--- config.mk ---
export PLATFORM = sky130hd
export DESIGN_NAME = l2tpd_parse
export DESIGN_NICKNAME = d
export VERILOG_FILES = /design/src/hw/rtl/l2tpd_pkg.sv /design/src/hw/rtl/l2tpd_parse.sv
export SDC_FILE = /design/constraint.sdc
export NUM_CORES = 1
export LEC_CHECK = 0
export BUFFER_PORTS_ARGS = -buffer_cell sky130_fd_sc_hd__buf_4
export CORE_ASPECT_RATIO = 0.5
export CORE_MARGIN = 5
export CORE_UTILIZATION = 60
export DETAILED_ROUTE_END_ITERATION = 10
export PLACE_DENSITY_LB_ADDON = 0.05
export SKIP_CTS_REPAIR_TIMING = 1
export SLEW_MARGIN = 25
export SYNTH_ARGS = -nofsm -noshare
export SYNTH_HDL_FRONTEND = slang
export SYNTH_SLANG_ARGS = --single-unit
--- constraint.sdc ---
create_clock -name clk -period 9.37 [get_ports clk]
set_input_delay 0.4685 -clock clk [delete_from_list [all_inputs] [get_ports clk]]
set_output_delay 0.4685 -clock clk [all_outputs]
set_load 0.01 [all_outputs]
--- src/hw/rtl/l2tpd_pkg.sv ---
// ----------------------------------------------------------------------------
// L2TP decapsulator package
// Shared widths, header flag positions, verdict codes and stage types.
// ----------------------------------------------------------------------------
package l2tpd_pkg;

	localparam int MAX_IFACES_DEF = 256;

	localparam int POS_W   = 17;
	localparam int PKTS_W  = 32;
	localparam int BYTES_W = 48;
	localparam int WORD_W  = PKTS_W + BYTES_W;

	localparam logic [POS_W-1:0] POS_MAX  = 17'h1FFFF;
	localparam logic [3:0]       HDR_BASE = 4'd6;
	localparam logic [3:0]       VER_RST  = 4'd2;

	localparam int FLAG_T = 7;
	localparam int FLAG_L = 6;
	localparam int FLAG_S = 3;
	localparam int FLAG_O = 1;

	localparam logic [1:0] VERDICT_PASS = 2'd0;
	localparam logic [1:0] VERDICT_CTRL = 2'd1;
	localparam logic [1:0] VERDICT_FAIL = 2'd2;

	typedef struct packed {
		logic [1:0]       verdict;
		logic [POS_W-1:0] strip;
	} parse_res_t;

	typedef struct packed {
		logic [PKTS_W-1:0]  pkts;
		logic [BYTES_W-1:0] bytes;
	} cnt_word_t;

endpackage

--- src/hw/rtl/l2tpd_parse.sv ---
// ----------------------------------------------------------------------------
// L2TP header parser
// Tracks byte position and header fields; gives the verdict at each byte.
// ----------------------------------------------------------------------------
module l2tpd_parse (
	input  logic                clk,
	input  logic                arst_n,
	input  logic                acc,
	input  logic [7:0]          packet_byte,
	input  logic                first_byte,
	input  logic                last_byte,
	input  logic [3:0]          exp_ver,
	output l2tpd_pkg::parse_res_t prs
);
	import l2tpd_pkg::*;

	logic [POS_W-1:0] pos_q;
	logic [7:0]       flg_q;
	logic [3:0]       ver_q;
	logic [15:0]      off_q;

	logic [POS_W-1:0] pos;
	logic [POS_W-1:0] len;
	logic [POS_W-1:0] strip_full;
	logic [7:0]       flg;
	logic [3:0]       ver;
	logic [3:0]       opos;
	logic [15:0]      off_nx;

	always_comb begin
		pos  = first_byte ? '0 : pos_q;
		flg  = (pos == '0) ? packet_byte : flg_q;
		ver  = (pos == POS_W'(1)) ? packet_byte[3:0] : ver_q;
		opos = HDR_BASE + (flg[FLAG_L] ? 4'd2 : 4'd0) + (flg[FLAG_S] ? 4'd4 : 4'd0);
		off_nx = off_q;
		if (pos == POS_W'(opos)) begin
			off_nx[15:8] = packet_byte;
		end
		if (pos == POS_W'(opos) + POS_W'(1)) begin
			off_nx[7:0] = packet_byte;
		end
		len = (pos != POS_MAX) ? pos + POS_W'(1) : pos;
		strip_full = POS_W'(opos) + (flg[FLAG_O] ? (POS_W'(off_nx) + POS_W'(2)) : '0);

		prs.strip = '0;
		if (len < POS_W'(HDR_BASE) || ver != exp_ver) begin
			prs.verdict = VERDICT_FAIL;
		end else if (flg[FLAG_T]) begin
			prs.verdict = VERDICT_CTRL;
		end else if (len < strip_full) begin
			prs.verdict = VERDICT_FAIL;
		end else begin
			prs.verdict = VERDICT_PASS;
			prs.strip   = strip_full;
		end
	end

	always_ff @(posedge clk or negedge arst_n) begin
		if (!arst_n) begin
			pos_q <= '0;
			flg_q <= '0;
			ver_q <= '0;
			off_q <= '0;
		end else if (acc) begin
			pos_q <= last_byte ? '0 : len;
			flg_q <= flg;
			ver_q <= ver;
			off_q <= off_nx;
		end
	end

endmodule

==> impl_metrics.toml <==
[run_status]
status = "complete, no violations"

[final_layout]
fill_cells = 578
areaGrowthSynthToFinish_pct = 10.7
drive_above_1_share = 0.151
finalNonFillerCells = 623
final_area_um2 = 4620
final_cell_mix = "64 x nor2_1, 48 x nand2_1, 41 x dfrtp_1"
fin_util = 0.687
layout.nets = 572
final_common_cell = "nor2_1"
antennaDiodeCount = 0

[floorplanning]
die_w_um = 128
boundaryPins = 36
num_rows = 21
die_y_um = 69.0
core_um2 = 6730
initial_utilization = 0.620
dieArea_um2 = 8820

[routing]
drc_errors = 0
routed-via-count = 3942
dr.pass1.iters = 8
drt_iter0_drc = 338
routed_wl_mm = 11.3
viasPerCell = 6.33
wl_per_cell_um = 18.1
route.antenna.remaining_nets = 0

[timing]
slew_headroom = 0.403
setup-violations-final = 0
drv_slew = 0
rsz0062_at_grt = "false"
min_period_ps = 8580
report.final.hold_viol_count = 0
fmax_mhz = 117
period_share = 0.915
layout_setup_ws_ps = 794
tightestPinTransition_ps = 893
setup-tns-final_ps = 0
clock_skew_ps = 6.90

[cts]
h-tree-depth = 2
cts_tree = "built"
clockBufferDepth = 2
worstSkewPairLatency_ps = 290
clock_sink_count = 41
cts_buffers = 5
clkSlewWorstSetupHoldPaths_ps = 60
root_buffer = "clkbuf_16"

[synth]
ys_seq_elements = 41
synth_cell_types = 70
synth_top_area_frac = 0.246
ys.flop_type = "dfrtp_1"
yosysWarnings = 0
synth_fp_nets = 552
synth_edf_count = 0
synthCells = 510
synth_top_area_cell = "dfrtp_1"
syn_area_per_cell_um2 = 8.18
synth-async-reset-ratio = 1.00
ys_seq_area_frac = 0.246
syn_area_um2 = 4170
synth_area_leaders = "dfrtp_1 25%, ha_1 7.2%, mux2i_1 6.0%"

[placed_design]
hpwl_mm = 8.52
place_inst = 615
post_dp_cell_area_um2 = 4450
gp_congestion = 0.892
io_buffer_count = 35
pre_cts_slack_ps = 607

[pwr]
ir_drop_mv = 0.116
p_sw_frac = 0.410
clockPowerShare = 0.218
p_comb_frac = 0.461
p_leak_nw = 2.04
switchingPower_mw = 0.319
power.internal_mw = 0.459
power_density_nw_per_um2 = 168
pwr-share-seq = 0.321

[global_route]
overflow = 0
grt_max_degree = 42
grt_first_pass_wirelength_mm = 17.9
antenna_found_initial = 0
first_global_vias = 3547
track_usage = 0.262

[setup_path]
path_max_fanout = 17
cpPeakStageDelay_ps = 450
arrival_ps = 8110
crit_top_cell = "nand2_1"
worstPathRequired_ps = 8900
critPathKind = "register to output port"
critical_path.endpoint_type = "output port"
worst_path_max_delay_cell = "dfrtp_1"
critPathLaunchType = "register"

[min_path]
hp-class = "input pin to asynchronous set/reset pin"

[job]
maxCapViolations = 0
-- area by class of cell --
type	count	area, um2	share of cell area
clock buffers	8	136	0.0295
flip-flops and latches	41	1030	0.222
well taps	92	115	0.0249
repair buffers	36	270	0.0585
multi-input cells	418	2970	0.642
inverters	28	105	0.0227
-- power by group through the flow --
stage / combinational, mW / sequential (mW) / clock [mW]
global placement: 0.340 / 0.250 / 0
detailed placement: 0.348 / 0.250 / 0
CTS: 0.350 / 0.247 / 0.173
finish: 0.359 / 0.250 / 0.170
global route: 0.399 / 0.253 / 0.182
floorplan: 0.272 / 0.241 / 0
-- critical path: cells and delay by family, from the launching register on --
family | cells | cell delay, ps
and+or+nand+nor | 17 | 3310
buffers and inverters | 2 | 270
adders and majority gates | 4 | 1370
xor gates and xnor gates | 2 | 360
DFF | 1 | 450
AOI/OAI and AO/OA | 10 | 2040
-- sequential cells by signal, indices dropped and copies added, names as in the netlist --
register  flops
ver_q         4
flg_q         4
pos_q        17
off_q        16
-- path summary, 6_finish.rpt --
| check | slack, ps | end | cells after the start | startpoint |
|---|---|---|---|---|
| min | 160 | ver_q[3]$_DFFE_PN0P_ | 1 | arst_n |
| max reg2reg | 5340 | off_q[10]$_DFFE_PN0P_ | 13 | pos_q[9]$_DFFE_PN0P_ |
| min reg2reg | 500 | ver_q[0]$_DFFE_PN0P_ | 2 | ver_q[0]$_DFFE_PN0P_ |
| min in group clk | 490 | pos_q[0]$_DFFE_PN0P_ | 3 | last_byte |
| max in group asynchronous | 8830 | pos_q[9]$_DFFE_PN0P_ | 1 | arst_n |
| max | 790 | prs[0] | 35 | pos_q[9]$_DFFE_PN0P_ |
-- stage by stage --
stage	power, mW	hold slack, ps
detailed placement	0.599	481
floorplan	0.513	173
global route	0.835	212
finish	0.779	164
global placement	0.590	463
CTS	0.770	188
-- Yosys cell counts, drive strengths merged, types with 3 or more instances --
master and count:
a21o 5, o211ai 5, a211oi 4, nand3 15, o22ai 6, or3 4, mux2 16, xor2 15
a31oi 7, o311ai 3, buf 4, ha 24, xnor2 25, and2 6, nand4 12, o32ai 3
dfrtp 41, o21a 3, o21ai 25, mux2i 26, nand2b 10, nor2 64, clkbuf 19, nand2 48
a22o 6, a21oi 18, inv 27, nor4 9, nor3 15, nor2b 4, and3 8
-- layer usage --
layer	share of wire	vias up	track usage
met4	0.017	0	0.0767
met2	0.43	173	0.419
met3	0.077	32	0.0523
li1	-	1880	-
met1	0.47	1857	0.362
met5	0	-	0
-- cells by family (layout without fill, tap and decap cells) --
group	Yosys count	count (layout)	share of synthesized area
buffers and inverters	51	72	0.0510
muxes	43	43	0.112
and+or+nand+nor	211	211	0.262
AOI/OAI and AO/OA	99	99	0.168
DFF	41	41	0.246
xor gates and xnor gates	40	40	0.0840
adders and majority gates	25	25	0.0768
Power figures use the tool's default switching activity.
